[src/frame_interval_averager_top_macros.svh]
// Assertion macros used by the frame interval averager RTL.
`ifndef FRAME_INTERVAL_AVERAGER_TOP_MACROS_SVH
`define FRAME_INTERVAL_AVERAGER_TOP_MACROS_SVH

// Same-cycle implication, disabled during reset.
`define FIA_ASSERT_NOW(label, clk, rst_n, ante, cons) \
  label: assert property (@(posedge clk) disable iff (!rst_n) (ante) |-> (cons)) \
    else $error("frame interval averager assertion failed");

// Next-cycle implication, disabled during reset.
`define FIA_ASSERT_NEXT(label, clk, rst_n, ante, cons) \
  label: assert property (@(posedge clk) disable iff (!rst_n) (ante) |=> (cons)) \
    else $error("frame interval averager assertion failed");

`endif

[src/fia_pkg.sv]
// Package with shared types and constants of the frame interval averager.
package fia_pkg;

  localparam int WINDOW_DEPTH_DEF = 64;
  localparam logic [31:0] TPS_RESET = 32'd10000000;

  localparam logic CMD_TICK   = 1'b0;
  localparam logic CMD_REBASE = 1'b1;

  localparam int CFG_ADDR_W = 3;
  localparam logic [CFG_ADDR_W-3:0] REG_TPS = '0;

  typedef struct packed {
    logic        command;
    logic [63:0] timestamp;
  } in_item_t;

  typedef struct packed {
    logic [31:0] frame_ticks;
    logic [31:0] average_ticks;
    logic [31:0] frame_rate;
    logic [6:0]  samples_held;
  } out_item_t;

endpackage

[src/fia_ram.sv]
// Generic single-port-write, single-port-read RAM with registered read data.
module fia_ram #(
  parameter int WIDTH = 32,
  parameter int DEPTH = 64
) (
  input  logic                                  clk,
  input  logic                                  we,
  input  logic [((DEPTH > 1) ? $clog2(DEPTH) : 1)-1:0] waddr,
  input  logic [WIDTH-1:0]                      wdata,
  input  logic                                  re,
  input  logic [((DEPTH > 1) ? $clog2(DEPTH) : 1)-1:0] raddr,
  output logic [WIDTH-1:0]                      rdata
);

  logic [WIDTH-1:0] mem [DEPTH];
  logic [WIDTH-1:0] rdata_r;

  always_ff @(posedge clk) begin
    if (we) begin
      mem[waddr] <= wdata;
    end
    if (re) begin
      rdata_r <= mem[raddr];
    end
  end

  assign rdata = rdata_r;

endmodule

[src/fia_divider.sv]
// Restoring unsigned divider that retires one quotient bit per cycle.
module fia_divider #(
  parameter int DIVIDEND_W = 38,
  parameter int DIVISOR_W  = 7
) (
  input  logic                  clk,
  input  logic                  rst_n,
  input  logic                  start,
  input  logic [DIVIDEND_W-1:0] dividend,
  input  logic [DIVISOR_W-1:0]  divisor,
  output logic                  done,
  output logic [DIVIDEND_W-1:0] quotient
);

  localparam int CW = $clog2(DIVIDEND_W + 1);

  logic                  busy_r, busy_nxt;
  logic                  done_r, done_nxt;
  logic [CW-1:0]         cnt_r, cnt_nxt;
  logic [DIVIDEND_W-1:0] quo_r, quo_nxt;
  logic [DIVISOR_W-1:0]  rem_r, rem_nxt;
  logic [DIVISOR_W-1:0]  dvs_r, dvs_nxt;
  logic [DIVISOR_W:0]    trial;
  logic [DIVISOR_W:0]    trial_sub;
  logic                  fits;

  assign trial     = {rem_r, quo_r[DIVIDEND_W-1]};
  assign trial_sub = trial - {1'b0, dvs_r};
  assign fits      = trial >= {1'b0, dvs_r};

  always_comb begin
    busy_nxt = busy_r;
    done_nxt = 1'b0;
    cnt_nxt  = cnt_r;
    quo_nxt  = quo_r;
    rem_nxt  = rem_r;
    dvs_nxt  = dvs_r;
    if (start) begin
      busy_nxt = 1'b1;
      cnt_nxt  = CW'(DIVIDEND_W);
      quo_nxt  = dividend;
      rem_nxt  = '0;
      dvs_nxt  = divisor;
    end else if (busy_r) begin
      rem_nxt = fits ? trial_sub[DIVISOR_W-1:0] : trial[DIVISOR_W-1:0];
      quo_nxt = {quo_r[DIVIDEND_W-2:0], fits};
      cnt_nxt = cnt_r - CW'(1);
      if (cnt_r == CW'(1)) begin
        busy_nxt = 1'b0;
        done_nxt = 1'b1;
      end
    end
  end

  always_ff @(posedge clk) begin
    if (!rst_n) begin
      busy_r <= 1'b0;
      done_r <= 1'b0;
      cnt_r  <= '0;
    end else begin
      busy_r <= busy_nxt;
      done_r <= done_nxt;
      cnt_r  <= cnt_nxt;
    end
    quo_r <= quo_nxt;
    rem_r <= rem_nxt;
    dvs_r <= dvs_nxt;
  end

  assign done     = done_r;
  assign quotient = quo_r;

endmodule

[src/fia_ctrl.sv]
// Sequencer, statistics registers and result register of the frame interval averager.
`include "frame_interval_averager_top_macros.svh"

module fia_ctrl import fia_pkg::*; #(
  parameter int DEPTH = WINDOW_DEPTH_DEF
) (
  input  logic        clk,
  input  logic        rst_n,
  input  logic [31:0] tps,
  input  logic        in_valid,
  output logic        in_stall,
  input  in_item_t    in_item,
  output logic        out_valid,
  input  logic        out_stall,
  output out_item_t   out_item
);

  localparam int PTR_W = (DEPTH > 1) ? $clog2(DEPTH) : 1;
  localparam int CNT_W = $clog2(DEPTH + 1);
  localparam int SUM_W = 32 + $clog2(DEPTH);
  localparam logic [CNT_W-1:0] DEPTH_C  = CNT_W'(DEPTH);
  localparam logic [PTR_W-1:0] LAST_PTR = PTR_W'(DEPTH - 1);

  localparam logic [2:0] S_IDLE = 3'd0;
  localparam logic [2:0] S_GATE = 3'd1;
  localparam logic [2:0] S_DROP = 3'd2;
  localparam logic [2:0] S_ADD  = 3'd3;
  localparam logic [2:0] S_DIV  = 3'd4;
  localparam logic [2:0] S_WAIT = 3'd5;
  localparam logic [2:0] S_EMIT = 3'd6;

  logic [2:0]       state_r, state_nxt;
  logic [63:0]      last_stamp_r, last_stamp_nxt;
  logic [31:0]      ticks_r, ticks_nxt;
  logic             accept_r, accept_nxt;
  logic [SUM_W-1:0] sum_r, sum_nxt;
  logic [CNT_W-1:0] count_r, count_nxt;
  logic [31:0]      mean_r, mean_nxt;
  logic [31:0]      frames_r, frames_nxt;
  logic [32:0]      acc_r, acc_nxt;
  logic [31:0]      rate_r, rate_nxt;
  logic [PTR_W-1:0] wr_ptr_r, wr_ptr_nxt;
  logic             out_valid_r, out_valid_nxt;
  out_item_t        out_item_r, out_item_nxt;

  logic             in_accept;
  logic [63:0]      diff;
  logic [31:0]      sat_ticks;
  logic [31:0]      gap;
  logic [32:0]      acc_sum;
  logic [31:0]      frames_inc;
  logic             full;
  logic             out_free;
  logic             ram_we;
  logic             ram_re;
  logic [31:0]      ram_rdata;
  logic             div_start;
  logic             div_done;
  logic [SUM_W-1:0] div_quotient;

  assign in_accept  = in_valid && (state_r == S_IDLE);
  assign in_stall   = state_r != S_IDLE;
  assign diff       = in_item.timestamp - last_stamp_r;
  assign sat_ticks  = (diff[63:32] != 32'd0) ? 32'hFFFF_FFFF : diff[31:0];
  assign gap        = (ticks_r >= mean_r) ? (ticks_r - mean_r) : (mean_r - ticks_r);
  assign acc_sum    = acc_r + {1'b0, ticks_r};
  assign frames_inc = frames_r + 32'd1;
  assign full       = count_r == DEPTH_C;
  assign out_free   = !out_valid_r || !out_stall;

  fia_ram #(
    .WIDTH (32),
    .DEPTH (DEPTH)
  ) u_window (
    .clk   (clk),
    .we    (ram_we),
    .waddr (wr_ptr_r),
    .wdata (ticks_r),
    .re    (ram_re),
    .raddr (wr_ptr_r),
    .rdata (ram_rdata)
  );

  fia_divider #(
    .DIVIDEND_W (SUM_W),
    .DIVISOR_W  (CNT_W)
  ) u_divider (
    .clk      (clk),
    .rst_n    (rst_n),
    .start    (div_start),
    .dividend (sum_r),
    .divisor  (count_r),
    .done     (div_done),
    .quotient (div_quotient)
  );

  always_comb begin
    state_nxt      = state_r;
    last_stamp_nxt = last_stamp_r;
    ticks_nxt      = ticks_r;
    accept_nxt     = accept_r;
    sum_nxt        = sum_r;
    count_nxt      = count_r;
    mean_nxt       = mean_r;
    frames_nxt     = frames_r;
    acc_nxt        = acc_r;
    rate_nxt       = rate_r;
    wr_ptr_nxt     = wr_ptr_r;
    out_valid_nxt  = out_valid_r && out_stall;
    out_item_nxt   = out_item_r;
    ram_we         = 1'b0;
    ram_re         = 1'b0;
    div_start      = 1'b0;
    case (state_r)
      S_IDLE: begin
        if (in_accept) begin
          last_stamp_nxt = in_item.timestamp;
          ram_re         = 1'b1;
          if (in_item.command == CMD_REBASE) begin
            ticks_nxt = 32'd0;
            state_nxt = S_EMIT;
          end else begin
            ticks_nxt = sat_ticks;
            state_nxt = S_GATE;
          end
        end
      end
      S_GATE: begin
        accept_nxt = gap < tps;
        if (acc_sum > {1'b0, tps}) begin
          rate_nxt   = frames_inc;
          frames_nxt = 32'd0;
          acc_nxt    = 33'd0;
        end else begin
          frames_nxt = frames_inc;
          acc_nxt    = acc_sum;
        end
        state_nxt = S_DROP;
      end
      S_DROP: begin
        if (accept_r && full) begin
          sum_nxt = sum_r - SUM_W'(ram_rdata);
        end
        state_nxt = S_ADD;
      end
      S_ADD: begin
        if (accept_r) begin
          sum_nxt    = sum_r + SUM_W'(ticks_r);
          ram_we     = 1'b1;
          wr_ptr_nxt = (wr_ptr_r == LAST_PTR) ? '0 : wr_ptr_r + PTR_W'(1);
          if (!full) begin
            count_nxt = count_r + CNT_W'(1);
          end
        end
        state_nxt = S_DIV;
      end
      S_DIV: begin
        if (count_r != '0) begin
          div_start = 1'b1;
          state_nxt = S_WAIT;
        end else begin
          mean_nxt  = 32'd0;
          state_nxt = S_EMIT;
        end
      end
      S_WAIT: begin
        if (div_done) begin
          mean_nxt  = div_quotient[31:0];
          state_nxt = S_EMIT;
        end
      end
      S_EMIT: begin
        if (out_free) begin
          out_valid_nxt              = 1'b1;
          out_item_nxt.frame_ticks   = ticks_r;
          out_item_nxt.average_ticks = mean_r;
          out_item_nxt.frame_rate    = rate_r;
          out_item_nxt.samples_held  = 7'(count_r);
          state_nxt                  = S_IDLE;
        end
      end
      default: begin
        state_nxt = S_IDLE;
      end
    endcase
  end

  always_ff @(posedge clk) begin
    if (!rst_n) begin
      state_r      <= S_IDLE;
      last_stamp_r <= '0;
      sum_r        <= '0;
      count_r      <= '0;
      mean_r       <= '0;
      frames_r     <= '0;
      acc_r        <= '0;
      rate_r       <= '0;
      wr_ptr_r     <= '0;
      out_valid_r  <= 1'b0;
    end else begin
      state_r      <= state_nxt;
      last_stamp_r <= last_stamp_nxt;
      sum_r        <= sum_nxt;
      count_r      <= count_nxt;
      mean_r       <= mean_nxt;
      frames_r     <= frames_nxt;
      acc_r        <= acc_nxt;
      rate_r       <= rate_nxt;
      wr_ptr_r     <= wr_ptr_nxt;
      out_valid_r  <= out_valid_nxt;
    end
    ticks_r    <= ticks_nxt;
    accept_r   <= accept_nxt;
    out_item_r <= out_item_nxt;
  end

  assign out_valid = out_valid_r;
  assign out_item  = out_item_r;

  `FIA_ASSERT_NOW(a_count_bounded, clk, rst_n, 1'b1, count_r <= DEPTH_C)
  `FIA_ASSERT_NOW(a_div_nonzero, clk, rst_n, div_start, count_r != '0)
  `FIA_ASSERT_NEXT(a_accept_busy, clk, rst_n, in_valid && !in_stall, state_r != S_IDLE)
  `FIA_ASSERT_NOW(a_wait_divider, clk, rst_n, div_done, state_r == S_WAIT)

endmodule

[src/frame_interval_averager_top.sv]
// Top level of the frame interval averager with its configuration register.
// Frame interval averager: each transaction carries a command and a 64-bit
// timestamp and yields one result with the frame interval, the window average,
// the frame rate and the sample count. On a tick the window average is formed
// by the bit-serial divider, one quotient bit per cycle, while a rebase skips
// the divider. The input stalls while a transaction is in progress, and a
// finished result waits in the output register while the next transaction is taken.
module frame_interval_averager_top import fia_pkg::*; #(
  parameter int WINDOW_DEPTH = WINDOW_DEPTH_DEF
) (
  input  logic                  clk,
  input  logic                  rst_n,
  input  logic                  cfg_psel,
  input  logic                  cfg_penable,
  input  logic                  cfg_pwrite,
  input  logic [CFG_ADDR_W-1:0] cfg_paddr,
  input  logic [31:0]           cfg_pwdata,
  output logic [31:0]           cfg_prdata,
  output logic                  cfg_pready,
  input  logic                  in_valid,
  output logic                  in_stall,
  input  in_item_t              in_item,
  output logic                  out_valid,
  input  logic                  out_stall,
  output out_item_t             out_item
);

  logic [31:0] tps_r, tps_nxt;
  logic        cfg_write;
  logic        tps_sel;

  assign cfg_pready = 1'b1;
  assign cfg_write  = cfg_psel && cfg_penable && cfg_pwrite;
  assign tps_sel    = cfg_paddr[CFG_ADDR_W-1:2] == REG_TPS;
  assign tps_nxt    = (cfg_write && tps_sel) ? cfg_pwdata : tps_r;
  assign cfg_prdata = tps_sel ? tps_r : 32'd0;

  always_ff @(posedge clk) begin
    if (!rst_n) begin
      tps_r <= TPS_RESET;
    end else begin
      tps_r <= tps_nxt;
    end
  end

  fia_ctrl #(
    .DEPTH (WINDOW_DEPTH)
  ) u_ctrl (
    .clk       (clk),
    .rst_n     (rst_n),
    .tps       (tps_r),
    .in_valid  (in_valid),
    .in_stall  (in_stall),
    .in_item   (in_item),
    .out_valid (out_valid),
    .out_stall (out_stall),
    .out_item  (out_item)
  );

endmodule
[config.mk]
export PLATFORM = sky130hd
export DESIGN_NAME = frame_interval_averager_top
export DESIGN_NICKNAME = d
export VERILOG_FILES = /design/src/fia_pkg.sv /design/src/fia_ram.sv /design/src/fia_divider.sv /design/src/fia_ctrl.sv /design/src/frame_interval_averager_top.sv
export VERILOG_INCLUDE_DIRS = /design/src /design/src/src
export SDC_FILE = /design/constraint.sdc
export NUM_CORES = 2
export LEC_CHECK = 0
export BUFFER_PORTS_ARGS = -buffer_cell sky130_fd_sc_hd__buf_4
export CORE_MARGIN = 4
export CORE_UTILIZATION = 30
export DETAILED_ROUTE_END_ITERATION = 10
export PLACE_DENSITY_LB_ADDON = 0.25
export SLEW_MARGIN = 20
export SYNTH_ARGS = -nofsm -noshare
export SYNTH_HDL_FRONTEND = slang
export SYNTH_SLANG_ARGS = --single-unit
export TNS_END_PERCENT = 5
[constraint.sdc]
create_clock -name clk -period 8.8 [get_ports clk]
set_input_delay 1.32 -clock clk [delete_from_list [all_inputs] [get_ports clk]]
set_output_delay 1.32 -clock clk [all_outputs]
set_load 0.02 [all_outputs]
==> results.cfg <==
[hold_path]
whs_path_depth = 0
min_from = u_ctrl.rate_r[10]
worst_hold_path_type = reg2reg
whs_endpoint = u_ctrl.out_item[17]

[synth]
ys_ff_latch = 2556
syn_inst = 7682
synth_warnings = 0
ys.flop_type = edfxtp_1
syn_area_um2 = 106300
synth_area_leaders = edfxtp_1 (64%), dfxtp_1 (5.6%), a22oi_1 (4.2%), ha_1 (3.2%), nand2_1 (2.1%)
synth_top_area_cell = edfxtp_1
synth_edf_count = 2261
synth_cell_types = 84
syn_avg_cell_area_um2 = 13.83
synth-seq-area-share_pct = 69.45
postSynth.asyncResetShare_pct = 0
yosys.area.top_type_share_pct = 63.90
synth_nets = 8067

[placement]
dp.cells = 12397
gp_congestion = 0.8443
dp_hpwl_um = 213500
io_buffers = 241

[drt]
viasPerCell = 5.404
drcViolationCount = 0
avgRoutedWirePerCell_um = 27.79
vias = 69693
drtPass1Iterations = 8
drtIter0Drc = 7597
wirelength_um = 358400
ant_nets = 0

[run]
max_cap_violations = 0

[global_route]
antenna_found_initial = 19
grt.total_usage_pct = 18.86
overflow = 0
grt_pass1_wl_um = 503100
grt_max_degree = 155
grt_pass1_vias = 67367

[setup_path]
crit_fanout = 66
critPathBufInv = 2
reg2reg_from = u_ctrl.ticks_r[1]
critPathRequiredTime_ps = 9550
worst_path_max_delay_cell = o41ai_1
cp_data_arrival_time_ps = 7980
critical_path.startpoint_type = register
endpoint_kind = register
cp-startpoint = u_ctrl.ticks_r[1]
crit_chain = buf_4, ha_1, a21o_1, a21oi_1, o21ai_0, nand3_1, nand2_1, o41ai_1, o41ai_1, o21ai_0, o21ai_0, xor2_1, ha_1, a2111oi_0, nand3_1, a211o_1, a21boi_0, mux2_2, buf_4, and3_1, a22o_1
reg2reg_depth = 21
reg2reg_slack_ps = 1570
reg2reg_to = u_ctrl.acc_r[31]
crit_path_frequent_cell = o21ai_0
cpPeakStageDelay_ps = 800
crit_type = reg2reg
critical_path.top_delay_family = compound AO/OA/AOI/OAI gates

[timing]
slew_headroom_pct = 11.61
finalHoldViolations = 0
maxSlewViolCount = 0
setup_viol = 0
setup_tns_ps = 0
min_period_over_period_pct = 82.11
finClkSkew_ps = 78.34
tightest_slew_ps = 1315
rsz0062_at_grt = no
min_period_ps = 7226
fmax_mhz = 138.4

[floorplan]
coreArea_um2 = 352700
start_util_pct = 30.13
ios = 245
die_h_um = 603.1
rows = 218
die_w_um = 603.1
die_area_um2 = 363800

[clock_network]
clk_latency_ps = 880
post_cts_resized = 0
htree_levels = 5
cts.sinks = 2556
cts_setup_buffers = 0
cts_tree = built
clockRootBuffer = clkbuf_16
cts.path.max_buffers = 4
hold_buffers = 0
cts-buffers-inserted = 277
clkTransAtPathRegs_ps = 60

[final_layout]
layout.cells.most_common = edfxtp_1
nNetsFinal = 8333
layout.cells.non_filler = 12897
n_fill_cell = 33724
area_growth_pct = 16.03
drive_gt1_share_pct = 11.79
mostFrequentLayoutCells = edfxtp_1 (2261), a22oi_1 (595), nand2_1 (592)

[outcome]
status = complete, no violations

[power]
max-vdd-ir-drop_uv = 149.9
total_leakage_power_nw = 40.32
powerDensity_nw_per_um2 = 253.8
-- power by group --
group / switching (mW) / leakage [nW] / internal (mW)
combinational: 3.90 / 13.4 / 1.68
clock: 4.78 / 4.21 / 6.44
sequential: 0.277 / 22.8 / 14.2
total: 8.95 / 40.3 / 22.3
-- cell usage after synthesis, types with 12 or more instances --
cell type / n
nand3b_1: 17
nand2b_1: 43
dfxtp_1: 295
ha_1: 272
o21ai_0: 218
a221oi_1: 246
a21o_1: 129
a31oi_1: 288
o41ai_1: 12
xor2_1: 95
a22o_1: 246
o21bai_1: 25
a21boi_0: 156
xnor2_1: 112
inv_1: 223
and3_1: 37
nor4_1: 67
o21a_1: 23
a211oi_1: 26
nor2b_1: 93
buf_1: 73
a22oi_1: 595
o31ai_1: 12
nand4_1: 71
nand2_1: 599
nor2_1: 322
and2_1: 46
mux2i_1: 20
a21oi_1: 276
edfxtp_1: 2261
clkbuf_1: 382
or3_1: 27
nor3_1: 62
nand3_1: 140
o211ai_1: 28
-- worst register-to-register path: cells and delay by family (launching register included) --
kind	cells	cell delay, ps
compound gates	11	3180
buf+inv	2	1080
simple gates	4	900
fa+ha+maj	2	700
mux	1	600
flops	1	500
xor+xnor	1	180
-- through the flow --
| stage | setup WS, ps | hold WS [ps] | cell area (um2) | util [%] | power [mW] |
|---|---|---|---|---|---|
| 6_report | 1574 | 424.1 | 123300 | 34.96 | 31.30 |
| 5_1_grt | 1197 | 423.7 | 123300 | 34.95 | 32.55 |
| 4_1_cts | 1579 | 417.5 | 123200 | 34.94 | 31.50 |
| 3_5_place_dp | 1618 | 414.6 | 114700 | 32.51 | 20.29 |
| 3_3_place_gp | 1414 | 421.4 | 114600 | 32.50 | 20.21 |
| 2_1_floorplan | 2019 | 408.1 | 106300 | - | 18.17 |
-- worst max-delay path by stage --
stage,endpoint,slack [ps],cells past startpoint
after detailed placement,u_ctrl.frames_r[31],1620,21
after global routing,u_ctrl.acc_r[30],1200,22
after CTS,u_ctrl.acc_r[31],1580,21
after floorplan,u_ctrl.out_item[0],2020,1
final,u_ctrl.acc_r[31],1570,21
after global placement,u_ctrl.frames_r[0],1410,21
-- cell families after synthesis --
kind of cell / share of synthesized area, %
xor+xnor: 1.706
flops: 69.45
compound gates: 15.89
mux: 0.2520
fa+ha+maj: 3.316
other cells: 0.003529
buf+inv: 2.457
simple gates: 6.925
-- area by class of cell --
type / count / area [um2] / share of cell area [%]
sequential: 2556 / 73800 / 59.86
multi-input combinational: 4440 / 30550 / 24.78
clock buffer: 354 / 7536 / 6.112
tap: 4730 / 5918 / 4.800
antenna: 9 / 22.52 / 0.01827
inverter: 224 / 843.3 / 0.6840
timing repair buffer: 449 / 3590 / 2.911
clock inverter: 135 / 1031 / 0.8362
-- sequential cells by signal, indices dropped and copies added, names as in the netlist, 32 cells and up --
register	flops
u_ctrl.u_window.mem	2048
u_ctrl.out_item	103
u_ctrl.last_stamp_r	64
u_ctrl.sum_r	38
u_ctrl.u_divider.quotient	38
u_ctrl.acc_r	33
tps_r	32
u_ctrl.frames_r	32
u_ctrl.mean_r	32
u_ctrl.rate_r	32
u_ctrl.ticks_r	32
u_ctrl.u_window.rdata	32
-- routing by layer --
layer / wire length [um] / vias up / GRT usage [%]
met5: 10 / - / 0
met4: 10030 / 2 / 5.181
met3: 22840 / 441 / 2.356
met2: 169200 / 2614 / 30.96
met1: 156300 / 35931 / 26.28
li1: - / 30705 / -
Note: power is estimated with default switching activity, not from simulation.
